### src/rtl/lsa_pkg.sv
// lsa_pkg: shared types and codes for the LRU slot allocator.
// Used by lsa_cell and lru_slot_allocator; depends on nothing.
`default_nettype none

package lsa_pkg;

    // Field widths fixed by the external interface
    localparam int unsigned ACTION_W = 2;
    localparam int unsigned INDEX_W  = 3;
    localparam int unsigned SLOT_W   = 3;
    localparam int unsigned TOTAL_W  = 3;

    // Request codes
    typedef enum logic [ACTION_W-1:0] {
        ACT_ALLOC   = 2'd0,
        ACT_LOOKUP  = 2'd1,
        ACT_RELEASE = 2'd2,
        ACT_CLEAR   = 2'd3
    } t_action;

    // Result status codes
    localparam logic STATUS_OK  = 1'b0;
    localparam logic STATUS_BAD = 1'b1;

    // Per-cell operation for one transaction
    typedef enum logic [2:0] {
        CELL_HOLD,
        CELL_SHIFT_BOTH,
        CELL_SHIFT_REC,
        CELL_RELEASE,
        CELL_CLEAR
    } t_cell_op;

    // Control handed from the top level to each cell
    typedef struct packed {
        t_cell_op op;
        logic     rec_clr;    // this cell holds the oldest used slot
        logic     free_load;  // this cell is the free-list tail position
    } t_cell_ctl;

endpackage

`default_nettype wire

### src/rtl/lsa_cell.sv
// lsa_cell: one position of the recency list and of the free list.
// Depends on lsa_pkg; instantiated in a row by lru_slot_allocator.
`default_nettype none

module lsa_cell #(
    parameter int unsigned SLOT_BITS = 3,
    parameter int unsigned FREE_INIT = 1
) (
    input  wire logic                  i_clk,
    input  wire logic                  i_rst_n,
    input  wire lsa_pkg::t_cell_ctl    i_ctl,
    input  wire logic [SLOT_BITS-1:0]  i_rec_left,   // recency entry of the newer neighbor
    input  wire logic [SLOT_BITS-1:0]  i_free_right, // free entry of the next neighbor
    input  wire logic [SLOT_BITS-1:0]  i_rel_slot,   // slot returned to the free list
    output logic      [SLOT_BITS-1:0]  o_rec,
    output logic      [SLOT_BITS-1:0]  o_free
);
    import lsa_pkg::*;

    logic [SLOT_BITS-1:0] r_rec;
    logic [SLOT_BITS-1:0] r_free;

    // Entry update: shift with neighbors, point release, or restore
    always_ff @(posedge i_clk) begin
        if (!i_rst_n) begin
            r_rec  <= '0;
            r_free <= SLOT_BITS'(FREE_INIT);
        end else begin
            unique case (i_ctl.op)
                CELL_HOLD: begin
                end
                CELL_SHIFT_BOTH: begin
                    r_rec  <= i_rec_left;
                    r_free <= i_free_right;
                end
                CELL_SHIFT_REC: begin
                    r_rec <= i_rec_left;
                end
                CELL_RELEASE: begin
                    if (i_ctl.rec_clr) begin
                        r_rec <= '0;
                    end
                    if (i_ctl.free_load) begin
                        r_free <= i_rel_slot;
                    end
                end
                CELL_CLEAR: begin
                    r_rec  <= '0;
                    r_free <= SLOT_BITS'(FREE_INIT);
                end
                default: begin
                end
            endcase
        end
    end

    assign o_rec  = r_rec;
    assign o_free = r_free;

endmodule

`default_nettype wire

### src/rtl/lru_slot_allocator.sv
// lru_slot_allocator: top level, a row of lsa_cell entries plus result register.
// Depends on lsa_pkg and lsa_cell.
//
//  channel | signals                                   | dir
//  --------+-------------------------------------------+-----
//  request | i_in_valid o_in_ready i_action            | in
//          | i_recency_index                           |
//  result  | o_out_valid i_out_ready o_status o_slot   | out
//          | o_used_total o_is_full o_is_empty         |
//
// Within a transaction all cells shift or update together at the edge where
// it is accepted, and its result is registered at the same edge.
// A new request is taken every cycle while the result register is empty or
// being drained; a stalled result blocks new requests until it is drained.
// Synchronous reset puts the lists in their initial order.
`default_nettype none

module lru_slot_allocator #(
    parameter int unsigned SLOTS = 5
) (
    input  wire logic                          i_clk,
    input  wire logic                          i_rst_n,
    input  wire logic                          i_in_valid,
    output logic                               o_in_ready,
    input  wire logic [lsa_pkg::ACTION_W-1:0]  i_action,
    input  wire logic [lsa_pkg::INDEX_W-1:0]   i_recency_index,
    output logic                               o_out_valid,
    input  wire logic                          i_out_ready,
    output logic                               o_status,
    output logic      [lsa_pkg::SLOT_W-1:0]    o_slot,
    output logic      [lsa_pkg::TOTAL_W-1:0]   o_used_total,
    output logic                               o_is_full,
    output logic                               o_is_empty
);
    import lsa_pkg::*;

    localparam int unsigned SW = $clog2(SLOTS + 1);        // slot number and count
    localparam int unsigned PW = $clog2(SLOTS);            // list position
    localparam int unsigned XW = (SW > INDEX_W) ? SW : INDEX_W;

    logic [SW-1:0] w_rec  [SLOTS];
    logic [SW-1:0] w_free [SLOTS];
    logic [SW-1:0] w_rec_left   [SLOTS];
    logic [SW-1:0] w_free_right [SLOTS];
    t_cell_ctl     w_ctl  [SLOTS];

    logic [SW-1:0] r_count;
    logic [SW-1:0] n_count;

    logic          r_out_valid;
    logic          r_status;
    logic [SLOT_W-1:0]  r_slot;
    logic [TOTAL_W-1:0] r_used;
    logic          r_full;
    logic          r_empty;

    logic          w_accept;
    t_action       w_act;
    logic          w_full;
    logic          w_empty;
    logic [SW-1:0] w_ins_slot;
    logic [XW-1:0] w_idx;
    logic          w_idx_ok;
    logic [XW-1:0] w_rd_pos;
    logic [SW-1:0] w_rd_slot;
    logic [SW-1:0] w_last;
    logic [SW-1:0] w_free_pos;
    t_cell_op      w_op;
    logic          n_status;
    logic [SW-1:0] n_slot;

    assign w_accept = i_in_valid && o_in_ready;
    assign w_act    = t_action'(i_action);
    assign w_full   = (r_count == SW'(SLOTS));
    assign w_empty  = (r_count == '0);

    // Slot pushed to the front: free head, or the oldest slot when full
    assign w_ins_slot = w_full ? w_rec[SLOTS-1] : w_free[0];

    // Lookup index check
    assign w_idx    = XW'(i_recency_index);
    assign w_idx_ok = (w_idx != '0) && (w_idx <= XW'(r_count));

    // One shared read port: lookup position or oldest used position
    assign w_rd_pos  = (w_act == ACT_LOOKUP) ? (w_idx - XW'(1)) : (XW'(r_count) - XW'(1));
    assign w_rd_slot = (w_rd_pos < XW'(SLOTS)) ? w_rec[w_rd_pos[PW-1:0]] : '0;

    assign w_last     = r_count - SW'(1);
    assign w_free_pos = SW'(SLOTS) - r_count;

    // Operation broadcast to the row, result and next count
    always_comb begin
        w_op     = CELL_HOLD;
        n_status = STATUS_OK;
        n_slot   = '0;
        n_count  = r_count;
        unique case (w_act)
            ACT_ALLOC: begin
                n_slot = w_ins_slot;
                if (w_full) begin
                    w_op = CELL_SHIFT_REC;
                end else begin
                    w_op    = CELL_SHIFT_BOTH;
                    n_count = r_count + SW'(1);
                end
            end
            ACT_LOOKUP: begin
                if (w_idx_ok) begin
                    n_slot = w_rd_slot;
                end else begin
                    n_status = STATUS_BAD;
                end
            end
            ACT_RELEASE: begin
                if (w_empty) begin
                    n_status = STATUS_BAD;
                end else begin
                    w_op    = CELL_RELEASE;
                    n_slot  = w_rd_slot;
                    n_count = r_count - SW'(1);
                end
            end
            ACT_CLEAR: begin
                w_op    = CELL_CLEAR;
                n_count = '0;
            end
            default: begin
            end
        endcase
        if (!w_accept) begin
            w_op = CELL_HOLD;
        end
    end

    // Row of cells, each linked to its neighbors
    for (genvar g = 0; g < SLOTS; g++) begin : g_cell
        if (g == 0) begin : g_head
            assign w_rec_left[g] = w_ins_slot;
        end else begin : g_body
            assign w_rec_left[g] = w_rec[g-1];
        end
        if (g == SLOTS - 1) begin : g_tail
            assign w_free_right[g] = '0;
        end else begin : g_inner
            assign w_free_right[g] = w_free[g+1];
        end

        assign w_ctl[g] = '{op:        w_op,
                            rec_clr:   (w_last == SW'(g)),
                            free_load: (w_free_pos == SW'(g))};

        lsa_cell #(
            .SLOT_BITS (SW),
            .FREE_INIT (g + 1)
        ) u_cell (
            .i_clk        (i_clk),
            .i_rst_n      (i_rst_n),
            .i_ctl        (w_ctl[g]),
            .i_rec_left   (w_rec_left[g]),
            .i_free_right (w_free_right[g]),
            .i_rel_slot   (w_rd_slot),
            .o_rec        (w_rec[g]),
            .o_free       (w_free[g])
        );
    end

    // Used count
    always_ff @(posedge i_clk) begin
        if (!i_rst_n) begin
            r_count <= '0;
        end else if (w_accept) begin
            r_count <= n_count;
        end
    end

    // Result register valid flag
    always_ff @(posedge i_clk) begin
        if (!i_rst_n) begin
            r_out_valid <= 1'b0;
        end else if (w_accept) begin
            r_out_valid <= 1'b1;
        end else if (i_out_ready) begin
            r_out_valid <= 1'b0;
        end
    end

    // Result payload
    always_ff @(posedge i_clk) begin
        if (w_accept) begin
            r_status <= n_status;
            r_slot   <= SLOT_W'(n_slot);
            r_used   <= TOTAL_W'(XW'(n_count));
            r_full   <= (n_count == SW'(SLOTS));
            r_empty  <= (n_count == '0);
        end
    end

    assign o_in_ready   = !r_out_valid || i_out_ready;
    assign o_out_valid  = r_out_valid;
    assign o_status     = r_status;
    assign o_slot       = r_slot;
    assign o_used_total = r_used;
    assign o_is_full    = r_full;
    assign o_is_empty   = r_empty;

    // Count never exceeds the number of slots
    a_count_range: assert property (@(posedge i_clk) disable iff (!i_rst_n)
        r_count <= SW'(SLOTS))
        else $error("used count out of range");

    // Clear-all leaves nothing used
    a_clear_empties: assert property (@(posedge i_clk) disable iff (!i_rst_n)
        w_accept && (w_act == ACT_CLEAR) |=> (r_count == '0) && r_empty)
        else $error("clear did not empty the allocator");

    // Allocate always succeeds with a real slot
    a_alloc_slot: assert property (@(posedge i_clk) disable iff (!i_rst_n)
        w_accept && (w_act == ACT_ALLOC) |-> (w_ins_slot != '0))
        else $error("allocate produced slot zero");

    // Full and empty flags never both set on a result
    a_flags_excl: assert property (@(posedge i_clk) disable iff (!i_rst_n)
        o_out_valid |-> !(o_is_full && o_is_empty))
        else $error("full and empty both set");

endmodule

`default_nettype wire

### config.mk
export PLATFORM = sky130hd
export DESIGN_NAME = lru_slot_allocator
export DESIGN_NICKNAME = d
export VERILOG_FILES = /design/src/rtl/lsa_pkg.sv /design/src/rtl/lsa_cell.sv /design/src/rtl/lru_slot_allocator.sv
export SDC_FILE = /design/constraint.sdc
export NUM_CORES = 1
export LEC_CHECK = 0
export BUFFER_PORTS_ARGS = -buffer_cell sky130_fd_sc_hd__buf_4
export CAP_MARGIN = 20
export CORE_MARGIN = 2
export CORE_UTILIZATION = 34
export CTS_CLUSTER_DIAMETER = 120
export DETAILED_ROUTE_END_ITERATION = 8
export GPL_TIMING_DRIVEN = 0
export PLACE_DENSITY = 0.47
export SYNTH_ARGS = -nofsm -noshare
export SYNTH_HDL_FRONTEND = slang
export SYNTH_HIERARCHICAL = 1
export SYNTH_SLANG_ARGS = --single-unit
### constraint.sdc
create_clock -name i_clk -period 3.9 [get_ports i_clk]
set_clock_uncertainty 0.05 [all_clocks]
set_input_delay 1.17 -clock i_clk [delete_from_list [all_inputs] [get_ports i_clk]]
set_output_delay 1.17 -clock i_clk [all_outputs]
set_load 0.005 [all_outputs]
==> impl_metrics.ini, run 1 <==
[sta]
finalHoldViolations = 0
clock.fmax_mhz = 288
tightest_slew_ns = 0.620
relSlewSlack_pct = 58.4
finalSetupTns_ns = 0
rsz0062_at_grt = no
drv_slew = 0
setup_viol = 0
post-route-period-util_pct = 89.0
finalCriticalPeriod_ns = 3.47

[worst_setup_path]
reg2regPathDepth = 10
worst_r2r_endpoint = g_cell[3].u_cell/o_free[1]
worstSetupPathType = in -> reg
startpoint = i_action[1]
critPathMaxFanout = 10
end_kind = flop
r2r_setup_slack_ns = 0.65
start_kind = primary input
r2r_start = r_count[0]
worstPathRequired_ns = 4.09
cp_data_arrival_time_ns = 3.66
endpoint = g_cell[0].u_cell/o_free[1]

[clock_network]
cts_resized = 0
cts_made_buffers = 5
cts_hold_buf = 0
clockBufferDepth = 2
clk_pin_slew_worst_paths_ns = 0.10
worstSkewPairLatency_ns = 0.30
cts-root-buf = clkbuf_8
clock_sink_count = 43
cts_tree = yes
post_cts.repair.setup_buffers = 0
htree_num_levels = 2

[finish]
layout.cells.non_filler = 524
fin_area_um2 = 3710
final_util_pct = 39.8
nFillCells = 977
drive_above_1_share_pct = 17.0
diodes = 0
area_growth_pct = 12.3
layout.nets = 422

[place]
dp_hpwl_um = 6190
dp.cells = 516
gp_congestion = 0.778
place_area_um2 = 3630
port-buffer-count = 19

[floorplan]
die_height_um = 103
placementRows = 35
start_util_pct = 35.4
core_um2 = 9330
die_w_um = 103
ioPinCount = 20
design.die.area_um2 = 10500

[synthesis]
ys_warn_count = 6
async_reset_ff_share_pct = 0
syn-cell-area_um2 = 3300
ys_types = 59
synth_top_area_share_pct = 20.6
synthTopCellsByArea = dfxtp_1 (21%), edfxtp_1 (8.2%), ha_1 (7.2%)
post-synth-top-count-cell = dfxtp_1
synth-edff-count = 9
netlist_instances = 363
synth_top_cells_by_count = dfxtp_1 (34), nor2_1 (30), o21a_1 (24)
ys_seq_area_share_pct = 28.8
synth_top_area_cell = dfxtp_1
ys_seq_elements = 43
avgSynthCellArea_um2 = 9.10
synth_flop_cell = dfxtp_1

[global_route]
grt_pass1_wl_um = 13200
grt_max_degree = 32
grt_pass1_vias = 2520
antenna_found_initial = 0
grt_usage_pct = 16.4
grt_overflow = 0

[status]
status = completed

[run]
cap_violations = 0

[drt]
routedWlPerCell_um = 15.4
wl_um = 8090
drcViolationCount = 0
drt_pass1_iterations = 4
vias_per_cell = 4.96
routed-via-count = 2599
antenna_left = 0
drt_iter0_drc = 68

[power_and_ir_drop]
p_leak_nw = 1.55
ir_worst_vdd_mv = 0.132
p_sw_share_pct = 30.7
p_clk_share_pct = 29.2
p_int_w = 0.000702
p_comb_share_pct = 22.5
switchingPower_w = 0.000311
pwr-share-seq_pct = 48.3
power_density_nw_per_um2 = 273

[hold_path]
hp-class = reg -> reg
[stage by stage]
stage / setup slack (ns) / total power, W / hold slack (ns)
2_1_floorplan: 0.569 / 0.000660 / 0.377
3_3_place_gp: 0.113 / 0.000727 / 0.423
3_5_place_dp: 0.115 / 0.000729 / 0.423
4_1_cts: 0.414 / 0.00103 / 0.439
5_1_grt: 0.266 / 0.00108 / 0.467
6_report: 0.430 / 0.00101 / 0.442
[critical path, cell delays in order]
cell	delay (ns)
buf_4	0.09
inv_1	0.06
ha_1	0.22
buf_2	0.20
or2_2	0.35
a21oi_1	0.43
buf_2	0.31
and2b_4	0.21
a2bb2oi_2	0.09
or3_1	0.38
a21boi_1	0.13
[cell usage in the layout, fill, tap and decap left out, types with 6 or more instances in the layout]
master / n
dfxtp_1: 34
nor2_1: 30
o21a_1: 24
and2_1: 23
buf_4: 23
ha_1: 19
inv_1: 18
a21boi_0: 18
nor2b_1: 17
nand2_1: 14
a21oi_1: 13
xnor2_1: 10
o21ai_1: 10
nand2b_1: 9
edfxtp_1: 9
buf_2: 7
nand3_1: 6
nor3_1: 6
o211a_1: 6
conb_1: 6
[kinds of logic after synthesis]
kind of cell,synth area share [%]
other cells,0.114
flops,28.8
buf+inv,5.53
compound gates,27.5
xor+xnor,3.64
fa+ha+maj,7.20
simple gates,22.1
mux,5.15
[power groups by stage]
stage / combinational, W / clock (W) / sequential [W]
finish: 0.000228 / 0.000296 / 0.000490
global route: 0.000258 / 0.000327 / 0.000492
CTS: 0.000231 / 0.000310 / 0.000490
detailed placement: 0.000229 / 0 / 0.000500
global placement: 0.000227 / 0 / 0.000500
floorplan: 0.000164 / 0 / 0.000496
[cell type report]
cell class	instances	area, µm²	share of cell area (%)
clock inverters	2	12.5	0.337
clock buffers	6	72.6	1.96
well taps	129	161	4.35
flip-flops and latches	43	951	25.6
multi-input cells	291	2190	59.0
inverters	18	67.6	1.82
repair buffers	19	143	3.84
plain buffers	16	115	3.10
[worst min path at each step]
stage / start / end / cells after the start
floorplan: g_cell[0].u_cell/o_free[1] / g_cell[0].u_cell/o_free[1] / 2
global placement: g_cell[0].u_cell/o_free[2] / g_cell[0].u_cell/o_free[2] / 2
detailed placement: g_cell[1].u_cell/o_free[0] / g_cell[1].u_cell/o_free[0] / 2
CTS: g_cell[0].u_cell/o_free[2] / g_cell[0].u_cell/o_free[2] / 2
global route: g_cell[0].u_cell/o_free[1] / g_cell[0].u_cell/o_free[1] / 2
finish: g_cell[0].u_cell/o_free[2] / g_cell[0].u_cell/o_free[2] / 2
[registers in the layout, indices dropped and copies added, names as in the netlist]
| name | cells |
|---|---|
| g_cell.u_cell/o_free | 15 |
| g_cell.u_cell/o_rec | 15 |
| o_is_empty | 1 |
| o_is_full | 1 |
| o_out_valid | 1 |
| o_slot | 3 |
| o_status | 1 |
| o_used_total | 3 |
| r_count | 3 |
[routing by layer]
layer	routed length, µm	vias up	GRT usage (%)
li1	-	1344	-
met4	81	0	3.79
met5	0	-	0
met2	3420	16	24.3
met3	106	6	2.24
met1	4470	1233	25.3
Note: power is estimated with default switching activity, not from simulation.
==> inputs of run 2 (changes only) <==
--- a/config.mk
+++ b/config.mk
@@ -7,12 +7,14 @@
 export LEC_CHECK = 0
 export BUFFER_PORTS_ARGS = -buffer_cell sky130_fd_sc_hd__buf_4
 export CAP_MARGIN = 20
+export CELL_PAD_IN_SITES_DETAIL_PLACEMENT = 1
+export CELL_PAD_IN_SITES_GLOBAL_PLACEMENT = 2
 export CORE_MARGIN = 2
 export CORE_UTILIZATION = 34
 export CTS_CLUSTER_DIAMETER = 120
 export DETAILED_ROUTE_END_ITERATION = 8
 export GPL_TIMING_DRIVEN = 0
-export PLACE_DENSITY = 0.47
+export PLACE_DENSITY = 0.69
 export SYNTH_ARGS = -nofsm -noshare
 export SYNTH_HDL_FRONTEND = slang
 export SYNTH_HIERARCHICAL = 1
==> impl_metrics.ini, run 2 (same netlist as run 1, synthesis figures left out) <==
[status]
status = completed

[finish]
layout.cells.non_filler = 524
diodes = 0
area_growth_pct = 13.0
final_cell_mix = dfxtp_1 (34), nor2_1 (30), o21a_1 (24)
final_common_cell = dfxtp_1
nFillCells = 1117
drive_above_1_share_pct = 17.0
layout.nets = 422

[power_and_ir_drop]
p_leak_nw = 1.57
switchingPower_w = 0.000304
ir_worst_vdd_mv = 0.184
power_density_nw_per_um2 = 286
pwr-share-seq_pct = 45.9
p_comb_share_pct = 21.8
p_int_w = 0.000764
p_sw_share_pct = 28.5
p_clk_share_pct = 32.3

[floorplan]
start_util_pct = 35.4
die_height_um = 103
ioPinCount = 20
placementRows = 35
design.die.area_um2 = 10500
die_w_um = 103
core_um2 = 9330

[global_route]
grt_max_degree = 32
antenna_found_initial = 0
grt_pass1_wl_um = 14200
grt_usage_pct = 17.8
grt_overflow = 0
grt_pass1_vias = 2702

[worst_setup_path]
slowest_delay_ns = 0.46
worstPathRequired_ns = 4.09
crit_top_cell = buf_2
start_kind = primary input
reg2regPathDepth = 10
cp_data_arrival_time_ns = 3.72
cp_cell_sequence = buf_4 -> inv_1 -> ha_1 -> buf_2 -> or2_2 -> a21oi_1 -> buf_2 -> and2b_4 -> a2bb2oi_2 -> or3_1 -> a21boi_1
critPathMaxFanout = 10
worstSetupPathType = in -> reg
end_kind = flop
critPathSlowestCell = a21oi_1

[drt]
drcViolationCount = 0
drt_pass1_iterations = 4
drt_iter0_drc = 59
wl_um = 8760
top_layer = met4
antenna_left = 0
vias_per_cell = 5.08
wl_met2_um = 3930
wl_met3_um = 154
met1_length_um = 4590
routed-via-count = 2661
routedWlPerCell_um = 16.7

[clock_network]
post_cts.repair.setup_buffers = 0
cts_made_buffers = 5
cts-root-buf = clkbuf_8
cts_resized = 0
cts_hold_buf = 0
clk_pin_slew_worst_paths_ns = 0.09
htree_num_levels = 2
worstSkewPairLatency_ns = 0.30
cts_tree = yes
clock_sink_count = 43
clockBufferDepth = 2

[sta]
holdWs_ns = 0.439
relSlewSlack_pct = 49.9
tightest_slew_ns = 0.745
finalSetupTns_ns = 0
setup_viol = 0
finalCriticalPeriod_ns = 3.53
post-route-period-util_pct = 90.5
drv_slew = 0
finalHoldViolations = 0
clock.fmax_mhz = 283
rsz0062_at_grt = no

[run]
cap_violations = 0

[place]
gp_congestion = 0.777
dp.cells = 516
dp_hpwl_um = 6860
port-buffer-count = 19

[hold_path]
worstHoldPathCells = 2
hp-class = reg -> reg
-- run 2: through the flow --
stage / instance area [µm²] / setup slack (ns) / total power, W / utilization (%)
6_report: 3730 / 0.370 / 0.00107 / 40.0
2_1_floorplan: 3320 / 0.569 / 0.000660 / -
5_1_grt: 3730 / 0.235 / 0.00113 / 40.0
3_5_place_dp: 3630 / 0.0208 / 0.000736 / 38.9
3_3_place_gp: 3630 / 0.0826 / 0.000730 / 38.9
4_1_cts: 3730 / 0.346 / 0.00109 / 40.0
-- run 2: area by class of cell --
cell class / count / area [µm²] / share of cell area, %
multi-input cells: 291 / 2190 / 58.6
flip-flops and latches: 43 / 951 / 25.5
well taps: 129 / 161 / 4.32
repair buffers: 19 / 143 / 3.82
plain buffers: 16 / 115 / 3.08
clock buffers: 5 / 68.8 / 1.84
inverters: 18 / 67.6 / 1.81
clock inverters: 3 / 38.8 / 1.04
-- run 2: worst max-delay path: cells and delay by family --
kind / cells / cell delay (ns)
compound gates: 3 / 0.70
fa+ha+maj: 1 / 0.22
buf+inv: 4 / 0.66
simple gates: 3 / 0.96
-- run 2: final timing paths --
kind,start,endpoint,slack [ns]
worst max-delay path,i_action[1],g_cell[0].u_cell/o_free[2],0.37
worst max register to register,r_count[0],g_cell[3].u_cell/o_free[1],0.49
worst min register to register,g_cell[1].u_cell/o_free[0],g_cell[1].u_cell/o_free[0],0.44
worst min-delay path,g_cell[1].u_cell/o_free[0],g_cell[1].u_cell/o_free[0],0.44
-- run 2: routing by layer --
metal,track usage [%],up-vias
met1,26.0,1289
li1,-,1340
met5,0,-
met3,2.24,6
met4,4.41,0
met2,27.9,26
-- run 2: power by group through the flow --
stage	registers, W	logic [W]	clock network (W)
after floorplan	0.000496	0.000164	0
after global placement	0.000500	0.000230	0
after detailed placement	0.000501	0.000235	0
after CTS	0.000491	0.000237	0.000365
after global routing	0.000493	0.000263	0.000375
final	0.000490	0.000233	0.000345
